`config.mk`:
```
export PLATFORM = sky130hd
export DESIGN_NAME = http_request_line_parser
export DESIGN_NICKNAME = d
export VERILOG_FILES = /design/src/hrlp_pkg.sv /design/src/hrlp_front.sv /design/src/hrlp_queue.sv /design/src/hrlp_core.sv /design/src/http_request_line_parser.sv
export SDC_FILE = /design/constraint.sdc
export NUM_CORES = 1
export LEC_CHECK = 0
export BUFFER_PORTS_ARGS = -buffer_cell sky130_fd_sc_hd__buf_2
export CORE_UTILIZATION = 31
export DETAILED_ROUTE_END_ITERATION = 6
export PLACE_DENSITY = 0.52
export SLEW_MARGIN = 10
export SYNTH_ARGS = -nofsm -noshare
export SYNTH_HDL_FRONTEND = slang
export SYNTH_SLANG_ARGS = --single-unit
```
`constraint.sdc`:
```
create_clock -name clk -period 10.2 [get_ports clk]
set_clock_uncertainty 0.05 [all_clocks]
set_input_delay 0 -clock clk [delete_from_list [all_inputs] [get_ports clk]]
set_output_delay 0 -clock clk [all_outputs]
set_load 0.02 [all_outputs]
```
`src/hrlp_pkg.sv`:
```
// ----------------------------------------------------------------------------
// hrlp_pkg
// Shared types, character codes and match tables for the request line parser.
// ----------------------------------------------------------------------------
package hrlp_pkg;

  localparam int MAX_LINE_DEF = 8192;
  localparam int TGT_W        = 13;
  localparam int QUEUE_DEPTH  = 2;
  localparam int IN_TDATA_W   = 8;
  localparam int OUT_PAD_W    = 3;
  localparam int OUT_TDATA_W  = 48;
  localparam int VOFF_W       = 4;

  localparam logic [7:0] CH_SPACE    = 8'h20;
  localparam logic [7:0] CH_QUESTION = 8'h3F;
  localparam logic [7:0] CH_SLASH    = 8'h2F;

  localparam logic [VOFF_W-1:0] VOFF_SAT    = 4'd9;
  localparam logic [VOFF_W-1:0] VER_LEN     = 4'd8;
  localparam logic [VOFF_W-1:0] VER_PFX_LEN = 4'd5;

  localparam int METH_NUM = 3;
  localparam int VER_NUM  = 2;

  localparam logic [7:0] METH_TXT [METH_NUM][8] = '{
    '{8'h47, 8'h45, 8'h54, 8'h00, 8'h00, 8'h00, 8'h00, 8'h00},
    '{8'h50, 8'h4F, 8'h53, 8'h54, 8'h00, 8'h00, 8'h00, 8'h00},
    '{8'h44, 8'h45, 8'h4C, 8'h45, 8'h54, 8'h45, 8'h00, 8'h00}
  };
  localparam logic [2:0] METH_LEN [METH_NUM] = '{3'd3, 3'd4, 3'd6};

  localparam logic [7:0] VER_TXT [VER_NUM][8] = '{
    '{8'h48, 8'h54, 8'h54, 8'h50, 8'h2F, 8'h31, 8'h2E, 8'h30},
    '{8'h48, 8'h54, 8'h54, 8'h50, 8'h2F, 8'h31, 8'h2E, 8'h31}
  };

  typedef enum logic [1:0] {
    ST_OK      = 2'd0,
    ST_BAD     = 2'd1,
    ST_VERSION = 2'd2
  } status_t;

  typedef enum logic [1:0] {
    M_GET     = 2'd0,
    M_POST    = 2'd1,
    M_DELETE  = 2'd2,
    M_UNKNOWN = 2'd3
  } method_t;

  typedef enum logic {
    V_10 = 1'b0,
    V_11 = 1'b1
  } version_t;

  typedef enum logic [1:0] {
    SC_NONE  = 2'd0,
    SC_ONE   = 2'd1,
    SC_TWO   = 2'd2,
    SC_THREE = 2'd3
  } space_cnt_t;

  typedef struct packed {
    logic [7:0] data;
    logic       last;
    logic       is_space;
    logic       is_question;
    logic       is_slash;
  } byte_item_t;

endpackage

```
`src/hrlp_front.sv`:
```
// ----------------------------------------------------------------------------
// hrlp_front
// Input side: takes line bytes and tags each with its character class.
// ----------------------------------------------------------------------------
module hrlp_front import hrlp_pkg::*; (
  input  logic                  in_tvalid,
  output logic                  in_tready,
  input  logic [IN_TDATA_W-1:0] in_tdata,   // [7:0] line_byte
  input  logic                  in_tlast,
  output logic                  push_valid,
  input  logic                  push_ready,
  output byte_item_t            push_item
);

  assign in_tready  = push_ready;
  assign push_valid = in_tvalid;

  always_comb begin
    push_item.data        = in_tdata[7:0];
    push_item.last        = in_tlast;
    push_item.is_space    = (in_tdata[7:0] == CH_SPACE);
    push_item.is_question = (in_tdata[7:0] == CH_QUESTION);
    push_item.is_slash    = (in_tdata[7:0] == CH_SLASH);
  end

endmodule

```
`src/hrlp_queue.sv`:
```
// ----------------------------------------------------------------------------
// hrlp_queue
// Short queue of classified bytes between the input side and the parser core.
// ----------------------------------------------------------------------------
module hrlp_queue import hrlp_pkg::*; #(
  parameter int DEPTH = QUEUE_DEPTH
) (
  input  logic       clk,
  input  logic       rst_n,
  input  logic       push_valid,
  output logic       push_ready,
  input  byte_item_t push_item,
  output logic       pop_valid,
  input  logic       pop_ready,
  output byte_item_t pop_item
);

  localparam int PTR_W = (DEPTH > 1) ? $clog2(DEPTH) : 1;
  localparam int CNT_W = $clog2(DEPTH + 1);

  byte_item_t       mem_r [DEPTH];
  logic [PTR_W-1:0] wr_ptr_r, wr_ptr_nxt;
  logic [PTR_W-1:0] rd_ptr_r, rd_ptr_nxt;
  logic [CNT_W-1:0] count_r, count_nxt;
  logic             push, pop;

  assign push_ready = (count_r != CNT_W'(DEPTH));
  assign pop_valid  = (count_r != '0);
  assign pop_item   = mem_r[rd_ptr_r];
  assign push       = push_valid && push_ready;
  assign pop        = pop_valid && pop_ready;

  always_comb begin
    wr_ptr_nxt = wr_ptr_r;
    rd_ptr_nxt = rd_ptr_r;
    count_nxt  = count_r;
    if (push) begin
      wr_ptr_nxt = (wr_ptr_r == PTR_W'(DEPTH - 1)) ? '0 : wr_ptr_r + 1'b1;
    end
    if (pop) begin
      rd_ptr_nxt = (rd_ptr_r == PTR_W'(DEPTH - 1)) ? '0 : rd_ptr_r + 1'b1;
    end
    if (push && !pop) begin
      count_nxt = count_r + 1'b1;
    end else if (pop && !push) begin
      count_nxt = count_r - 1'b1;
    end
  end

  always_ff @(posedge clk) begin
    if (!rst_n) begin
      wr_ptr_r <= '0;
      rd_ptr_r <= '0;
      count_r  <= '0;
    end else begin
      wr_ptr_r <= wr_ptr_nxt;
      rd_ptr_r <= rd_ptr_nxt;
      count_r  <= count_nxt;
    end
  end

  always_ff @(posedge clk) begin
    if (push) begin
      mem_r[wr_ptr_r] <= push_item;
    end
  end

endmodule

```
`src/hrlp_core.sv`:
```
// ----------------------------------------------------------------------------
// hrlp_core
// Parser core: tracks spaces, method and version matches and target layout,
// and registers one verdict per line on the final byte.
// ----------------------------------------------------------------------------
module hrlp_core import hrlp_pkg::*; #(
  parameter int MAX_LINE = MAX_LINE_DEF
) (
  input  logic                   clk,
  input  logic                   rst_n,
  input  logic                   item_valid,
  output logic                   item_ready,
  input  byte_item_t             item,
  output logic                   out_tvalid,
  input  logic                   out_tready,
  output logic [OUT_TDATA_W-1:0] out_tdata
);

  localparam int CNT_W = $clog2(MAX_LINE + 1);
  localparam int POS_W = $clog2(MAX_LINE);
  localparam int XW    = (POS_W > TGT_W) ? POS_W : TGT_W;

  logic [CNT_W-1:0]  pos_r, pos_nxt;
  space_cnt_t        sc_r, sc_nxt;
  logic [POS_W-1:0]  first_r, first_nxt;
  logic [POS_W-1:0]  second_r, second_nxt;
  logic [POS_W-1:0]  q_r, q_nxt;
  logic [2:0]        mc_r, mc_nxt;
  logic [2:0]        vc_r, vc_nxt;
  logic              slash_ok_r, slash_ok_nxt;
  logic              slash_pend_r, slash_pend_nxt;
  logic              qseen_r, qseen_nxt;
  logic              too_long_r, too_long_nxt;
  logic [VOFF_W-1:0] vo_r, vo_nxt;

  logic              out_valid_r, out_valid_nxt;
  status_t           status_r, res_status;
  method_t           meth_r, res_meth;
  version_t          ver_r, res_ver;
  logic [TGT_W-1:0]  toff_r, res_toff;
  logic [TGT_W-1:0]  tlen_r, res_tlen;
  logic [TGT_W-1:0]  plen_r, res_plen;
  logic              qp_r, res_qp;

  logic              pop, end_line;
  logic [POS_W-1:0]  pos_p;
  logic [POS_W-1:0]  tlen_full, plen_full;
  logic [XW-1:0]     toff_x, tlen_x, plen_x;

  assign item_ready = !item.last || !out_valid_r || out_tready;
  assign pop        = item_valid && item_ready;
  assign end_line   = pop && item.last;
  assign pos_p      = pos_r[POS_W-1:0];

  always_comb begin
    logic keep;
    keep           = 1'b0;
    pos_nxt        = pos_r;
    sc_nxt         = sc_r;
    first_nxt      = first_r;
    second_nxt     = second_r;
    q_nxt          = q_r;
    mc_nxt         = mc_r;
    vc_nxt         = vc_r;
    slash_ok_nxt   = slash_ok_r;
    slash_pend_nxt = slash_pend_r;
    qseen_nxt      = qseen_r;
    too_long_nxt   = too_long_r;
    vo_nxt         = vo_r;
    if (pop) begin
      if (pos_r >= CNT_W'(MAX_LINE)) begin
        too_long_nxt = 1'b1;
      end else begin
        pos_nxt = pos_r + 1'b1;
        case (sc_r)
          SC_NONE: begin
            for (int k = 0; k < METH_NUM; k++) begin
              if (item.is_space) begin
                keep = (pos_r == CNT_W'(METH_LEN[k]));
              end else begin
                keep = (pos_r < CNT_W'(METH_LEN[k])) &&
                       (METH_TXT[k][pos_r[2:0]] == item.data);
              end
              if (!keep) begin
                mc_nxt[k] = 1'b0;
              end
            end
          end
          SC_ONE: begin
            if (!item.is_space) begin
              if (slash_pend_r) begin
                slash_ok_nxt = item.is_slash;
              end
              if (item.is_question && !qseen_r) begin
                q_nxt     = pos_p;
                qseen_nxt = 1'b1;
              end
            end
          end
          SC_TWO: begin
            if (!item.is_space) begin
              for (int k = 0; k < VER_NUM; k++) begin
                if (!((vo_r < VER_LEN) && (VER_TXT[k][vo_r[2:0]] == item.data))) begin
                  vc_nxt[k] = 1'b0;
                end
              end
              if ((vo_r < VER_PFX_LEN) && (VER_TXT[0][vo_r[2:0]] != item.data)) begin
                vc_nxt[2] = 1'b0;
              end
              if (vo_r < VOFF_SAT) begin
                vo_nxt = vo_r + 1'b1;
              end
            end
          end
          default: ;
        endcase
        slash_pend_nxt = 1'b0;
        if (item.is_space) begin
          if (sc_r == SC_NONE) begin
            first_nxt      = pos_p;
            slash_pend_nxt = 1'b1;
          end else if (sc_r == SC_ONE) begin
            second_nxt = pos_p;
          end
          if (sc_r != SC_THREE) begin
            sc_nxt = space_cnt_t'(sc_r + 2'd1);
          end
        end
      end
    end
  end

  assign tlen_full = second_nxt - first_nxt - 1'b1;
  assign plen_full = q_nxt - first_nxt - 1'b1;
  assign toff_x    = XW'(first_nxt) + 1'b1;
  assign tlen_x    = XW'(tlen_full);
  assign plen_x    = XW'(plen_full);

  always_comb begin
    res_status = ST_BAD;
    res_meth   = M_UNKNOWN;
    res_ver    = V_10;
    res_toff   = '0;
    res_tlen   = '0;
    res_plen   = '0;
    res_qp     = 1'b0;
    if (!too_long_nxt && (sc_nxt == SC_TWO)) begin
      if (mc_nxt[0]) begin
        res_meth = M_GET;
      end else if (mc_nxt[1]) begin
        res_meth = M_POST;
      end else if (mc_nxt[2]) begin
        res_meth = M_DELETE;
      end else begin
        res_meth = M_UNKNOWN;
      end
      res_toff = toff_x[TGT_W-1:0];
      res_tlen = tlen_x[TGT_W-1:0];
      res_plen = qseen_nxt ? plen_x[TGT_W-1:0] : tlen_x[TGT_W-1:0];
      res_qp   = qseen_nxt;
      if ((first_nxt == '0) || (tlen_full == '0) || (vo_nxt == '0)) begin
        res_status = ST_BAD;
      end else if ((vo_nxt == VER_LEN) && (vc_nxt[1:0] != 2'b00)) begin
        res_ver    = vc_nxt[0] ? V_10 : V_11;
        res_status = slash_ok_nxt ? ST_OK : ST_BAD;
      end else if ((vo_nxt >= VER_PFX_LEN) && vc_nxt[2]) begin
        res_status = ST_VERSION;
      end else begin
        res_status = ST_BAD;
      end
      if (res_status != ST_OK) begin
        res_ver = V_10;
      end
    end
  end

  always_ff @(posedge clk) begin
    if (!rst_n || end_line) begin
      pos_r        <= '0;
      sc_r         <= SC_NONE;
      first_r      <= '0;
      second_r     <= '0;
      q_r          <= '0;
      mc_r         <= 3'b111;
      vc_r         <= 3'b111;
      slash_ok_r   <= 1'b0;
      slash_pend_r <= 1'b0;
      qseen_r      <= 1'b0;
      too_long_r   <= 1'b0;
      vo_r         <= '0;
    end else begin
      pos_r        <= pos_nxt;
      sc_r         <= sc_nxt;
      first_r      <= first_nxt;
      second_r     <= second_nxt;
      q_r          <= q_nxt;
      mc_r         <= mc_nxt;
      vc_r         <= vc_nxt;
      slash_ok_r   <= slash_ok_nxt;
      slash_pend_r <= slash_pend_nxt;
      qseen_r      <= qseen_nxt;
      too_long_r   <= too_long_nxt;
      vo_r         <= vo_nxt;
    end
  end

  always_comb begin
    out_valid_nxt = out_valid_r;
    if (end_line) begin
      out_valid_nxt = 1'b1;
    end else if (out_tready) begin
      out_valid_nxt = 1'b0;
    end
  end

  always_ff @(posedge clk) begin
    if (!rst_n) begin
      out_valid_r <= 1'b0;
    end else begin
      out_valid_r <= out_valid_nxt;
    end
  end

  always_ff @(posedge clk) begin
    if (end_line) begin
      status_r <= res_status;
      meth_r   <= res_meth;
      ver_r    <= res_ver;
      toff_r   <= res_toff;
      tlen_r   <= res_tlen;
      plen_r   <= res_plen;
      qp_r     <= res_qp;
    end
  end

  assign out_tvalid = out_valid_r;
  assign out_tdata  = {{OUT_PAD_W{1'b0}}, qp_r, plen_r, tlen_r, toff_r, ver_r, meth_r, status_r};

endmodule

```
`src/http_request_line_parser.sv`:
```
// ----------------------------------------------------------------------------
// http_request_line_parser
// Streaming checker for one request line: method, target layout and version.
// ----------------------------------------------------------------------------
//  channel | dir | tdata                               | tlast
//  in_     | in  | [7:0] line_byte                     | end_of_line
//  out_    | out | status, method, version, target,... | -
//
//  One byte per cycle unless a held result stalls a final byte; the result is
//  registered in the cycle after the queue hands the final byte to the core.
//  Bytes pass through the two-entry queue, which registers each one.
//  Reset is synchronous and clears the queue and the line state.
//  A held result stalls only the final byte of the next line; other bytes
//  keep flowing into the core.
// ----------------------------------------------------------------------------
module http_request_line_parser import hrlp_pkg::*; #(
  parameter int MAX_LINE = MAX_LINE_DEF
) (
  input  logic                   clk,
  input  logic                   rst_n,
  input  logic                   in_tvalid,
  output logic                   in_tready,
  input  logic [IN_TDATA_W-1:0]  in_tdata,   // [7:0] line_byte
  input  logic                   in_tlast,
  output logic                   out_tvalid,
  input  logic                   out_tready,
  // [1:0] status, [3:2] method_code, [4] version_code, [17:5] target_offset,
  // [30:18] target_length, [43:31] path_length, [44] query_present, [47:45] 0
  output logic [OUT_TDATA_W-1:0] out_tdata
);

  logic       push_valid, push_ready;
  byte_item_t push_item;
  logic       pop_valid, pop_ready;
  byte_item_t pop_item;

  hrlp_front u_front (
    .in_tvalid  (in_tvalid),
    .in_tready  (in_tready),
    .in_tdata   (in_tdata),
    .in_tlast   (in_tlast),
    .push_valid (push_valid),
    .push_ready (push_ready),
    .push_item  (push_item)
  );

  hrlp_queue #(
    .DEPTH (QUEUE_DEPTH)
  ) u_queue (
    .clk        (clk),
    .rst_n      (rst_n),
    .push_valid (push_valid),
    .push_ready (push_ready),
    .push_item  (push_item),
    .pop_valid  (pop_valid),
    .pop_ready  (pop_ready),
    .pop_item   (pop_item)
  );

  hrlp_core #(
    .MAX_LINE (MAX_LINE)
  ) u_core (
    .clk        (clk),
    .rst_n      (rst_n),
    .item_valid (pop_valid),
    .item_ready (pop_ready),
    .item       (pop_item),
    .out_tvalid (out_tvalid),
    .out_tready (out_tready),
    .out_tdata  (out_tdata)
  );

endmodule

```
* Word-level counts from Yosys, hierarchy flattened *
Memory sizes are Yosys's and may differ from the RTL's. A register that Yosys moved wholly into a read port is not among the register bits.
Cells that the tools add are included.

storage, ports and cells
  memories kept = 6
  input bits = 13
  word-level logic and storage cells = 204
  RAM bits = 24
  register bits = 119
  bits in read-only memories = 320
  output and inout port bits = 50

operators by class
  muxes and demuxes = 92
  reduce and logical (&&, ||, !) cells = 38
  magnitude comparators = 10
  bitwise operators = 5
  eq/ne operators = 18
  $add $sub $neg = 12

memory list
  name              depth  bits a word  rd ports  clocked after memory_dff  wr ports  RTL line          source
  (name not given)  8      8            1         0                         0         hrlp_core.sv:82   (METH_TXT[k][pos_r[2:0]] == item.data);
  (name not given)  8      8            1         0                         0         hrlp_core.sv:82
  (name not given)  8      8            1         0                         0         hrlp_core.sv:103  if (!((vo_r < VER_LEN) && (VER_TXT[k][vo_r[2:0]] == item.data))) begin
  (name not given)  8      8            1         0                         0         hrlp_core.sv:103
  (name not given)  8      8            1         0                         0         hrlp_core.sv:82
  u_queue.mem_r     2      12           1         1                         1         hrlp_queue.sv:21  byte_item_t mem_r [DEPTH];

operators by type and width
  operator               count
  $mux 13                15
  $mux 8                 10
  $mux 1                 43
  $eq 8x8->1             5
  $eq 14x3->1 const B    2
  $lt 14x3->1 const B    2
  $logic_not 13->1       2
  $sub 13x1->13 const B  2
  $sub 13x13->13         2
  $eq 8x6->1 const B     3
  $mux 2                 12
  $mux 3                 7
  $mux 4                 5
  $logic_and 1x1->1      15
  $add 14x1->14 const B  1
  $eq 14x2->1 const B    1
  $ge 14x14->1 const B   1
  $lt 14x2->1 const B    1
  $add 13x1->13 const B  1
  $reduce_bool 2->1      5
  $ge 4x4->1 const B     2
  $lt 4x4->1 const B     2
  $ne 8x8->1             1
  $not 3->4              2
  17 further kinds       33

* Logic depth before layout (Yosys ltp) *
  word-level depth = 18
  gate-level depth with buffers = 20
  mapped depth without buffers = 17

* Modules after synthesis *
Synthesis repeated with hierarchy kept, for this count alone.

unflattened totals
  cells, all modules = 825
  area, all modules = 8,087.8 µm²

by module, submodules not included
  module      times used  area an instance (µm²)  cells an instance  sequential area each (µm²)
  hrlp_core   1           6,860.3                 746                2,752.6
  hrlp_queue  1           1,103.6                 61                 820.8
  hrlp_front  1           123.9                   18                 0.0

* Least setup slack after synthesis *
No wires, ideal clock.

  path kind = register to register
  start = register with a tool-made name
  end = register u_core.plen_r[12], data pin
  clock period less this slack = 4.256 ns
  required time = 9.896 ns
  data arrival time = 3.952 ns
  stages on the path, launching flop included = 20
  setup time = 0.254 ns
  slack = 5.944 ns
  buffers on the path = 4
  cells stage by stage = dfxtp_1 buf_6 clkbuf_1 mux2_2 nor3_1 nand3b_1 buf_2 clkbuf_1 o21ai_0 ha_1 inv_1 fa_1 nor2b_1 o31a_1 o211ai_1 a21oi_1 nor2_1 a211o_1 xnor2_1 a21o_1

RTL lines
  what                  RTL line          source
  end signal, assigned  hrlp_core.sv:231  plen_r <= res_plen;
  end, declared         hrlp_core.sv:42   logic [TGT_W-1:0] plen_r, res_plen;

==> results.ini <==
[status]
outcome=completed

[critical_path]
arrival_ps=5620
crit_path_start_kind=flop
path_class=flop to flop
worstPathRequired_ps=10330
cp-end-kind=flop
crit_path_max_fanout=20

[clock_network]
clk_pin_slew_ps=60
ctsResizeCount=0
clk_path_buf_depth=2
clkSinkCount=144
root_buffer=clkbuf_16
ctsHoldBuffers=12
clk_latency_ps=420
numCtsBuffers=17
htree_levels=4
cts_tree=done
cts_setup_buffers=0

[yosys]
synth_seq_cells=144
syn_inst=782
synth_area_leaders=edfxtp_1, dfxtp_1, ha_1, nor2_1, xnor2_1
yosys_warnings=0
synthTopCellsByCount=nor2_1, dfxtp_1, edfxtp_1
synth_flop_cell=dfxtp_1
seq_area_frac_synth_pct=46.2
yosysTopAreaCell=edfxtp_1
syn_avg_cell_area_um2=9.88
async_flop_share_pct=0
synth_edf_count=69
yosysTopAreaCellShare_pct=26.8
netlist_area_mm2=0.00773
yosysMostFrequentCell=nor2_1
synth_cell_type_count=68

[finish]
final_cells=1187
layout.nets=902
multi_input_area_mm2=0.00394
diodes=0
drive_gt1_share_pct=16.0
fillers=2503
final-seq-area_mm2=0.00357
area_growth_pct=17.0

[flow_run]
maxCapViolCount=0

[die]
die_height_um=160
core_mm2=0.0244
die-area_mm2=0.0256
initial_core_util_pct=31.7
ios=63
rows=57
die_w_um=160

[global_routing]
antenna_found_initial=0
grt_max_degree=48
grt_usage_pct=15.7
grt_pass1_vias=5664
grt_pass1_wl_um=31000
grt_overflow=0

[sta]
finalSetupViolCount=0
finalCriticalPeriod_ps=5490
tns_ps=0
tightest_slew_ps=1040
fin_crit_sh_pct=53.8
hold_viol=0
slew_headroom_pct=30.3
slew_violations=0
rsz0062_at_grt=no
max_freq_ghz=0.182

[worst_hold_path]
hold_path.class=primary input to flop

[routing]
drc=0
antenna_left=0
via_per_inst=4.94
via_count=5866
routedWlPerCell_um=16.2
drt_pass1_iterations=6
initialDrtViolationCount=407
wl_um=19300

[power_and_ir_drop]
power-per-cell-area_mw_per_mm2=209
power.leakage_nw=3.38
vdd_drop_max_mv=0.103

[place]
dp.cells=1143
io_buffers=59
place_congestion=0.882
post-dp-hpwl_um=14000

[metal layers]
layer	global-route usage [%]	vias up	share of wire, %
li1	-	2921	-
met1	21.9	2783	49
met2	24.6	149	45
met3	3.06	13	4.3
met4	4.20	0	0.97
met5	0	-	0
[registers in the layout (all words and copies together) (netlist names), 2 cells and up, named ones only]
register         flops
u_core.second_r     13
u_core.sc_r          2
u_queue.count_r      2
u_core.meth_r        2
u_core.pos_r        14
u_core.vc_r          3
u_core.tlen_r       13
u_core.mc_r          3
u_core.q_r          13
u_core.status_r      2
u_core.toff_r       13
u_queue.mem_r       24
u_core.vo_r          4
u_core.first_r      13
u_core.plen_r       13
[placed cells by master, fill, tap and decap left out, types with 14 or more instances in the layout]
master      n
nand2_1    52
a21oi_1    45
mux2_2     19
edfxtp_1   69
mux2i_1    23
and2_1     31
xor2_1     24
nor2_1     97
dfxtp_1    75
nand3_1    19
xnor2_1    28
ha_1       37
clkbuf_16  19
nor3_1     20
buf_2      59
inv_1      22
o21ai_0    33
nand2b_1   14
[stage by stage]
| stage | total power, W | worst slack, ps | hold WS, ps | utilization, % | cell area (um^2) |
|---|---|---|---|---|---|
| after floorplan | 0.00116 | 5940 | 48.9 | - | 7730 |
| after global placement | 0.00131 | 4720 | 157 | 34.2 | 8350 |
| after detailed placement | 0.00131 | 4670 | 159 | 34.2 | 8350 |
| after CTS | 0.00191 | 4630 | 153 | 37.1 | 9040 |
| after global routing | 0.00199 | 4050 | 202 | 37.1 | 9040 |
| final | 0.00189 | 4710 | 164 | 37.1 | 9040 |
[critical path: stages, from the launching register on]
cell and delay, ps:
dfxtp_1 880, mux2i_4 480, o21a_1 460, nand2_1 510, o21ai_0 410, ha_1 250, inv_1 60, fa_1 390
nand2b_1 180, a21oi_1 220, o21ai_0 130, a21oi_1 180, xor2_1 120, nor4b_1 350, a41oi_1 310, and3_1 240
[path summary, 6_finish.rpt]
path                      from           endpoint  slack, ps  cells after the start
max                       flop       u_core.ver_r       4710                     15
min                 out_tready    u_core.pos_r[2]        160                      5
max reg2reg               flop       u_core.ver_r       4710                     15
min reg2reg  u_core.too_long_r  u_core.too_long_r        410                      2
[kinds of logic after synthesis]
family,after synthesis,share of synthesized area (%)
other cells,1,0.0485
simple gates,299,19.5
flops,144,46.2
fa+ha+maj,39,6.51
buf+inv,54,3.11
compound gates,147,12.1
xor+xnor,52,5.89
mux,46,6.57
[layout make-up]
class / count / area share (%)
clock buffer: 22 / 5.49
clock inverter: 10 / 0.816
inverter: 22 / 0.913
multi-input combinational: 586 / 43.5
sequential: 144 / 39.5
tap: 324 / 4.48
timing repair buffer: 79 / 5.26
[power breakdown]
| part | internal (W) | total (W) | switching [W] |
|---|---|---|---|
| logic | 0.000190 | 0.000539 | 0.000349 |
| clock network | 0.000348 | 0.000598 | 0.000249 |
| registers | 0.000707 | 0.000755 | 0.0000475 |
Note: power is estimated with default switching activity, not from simulation.
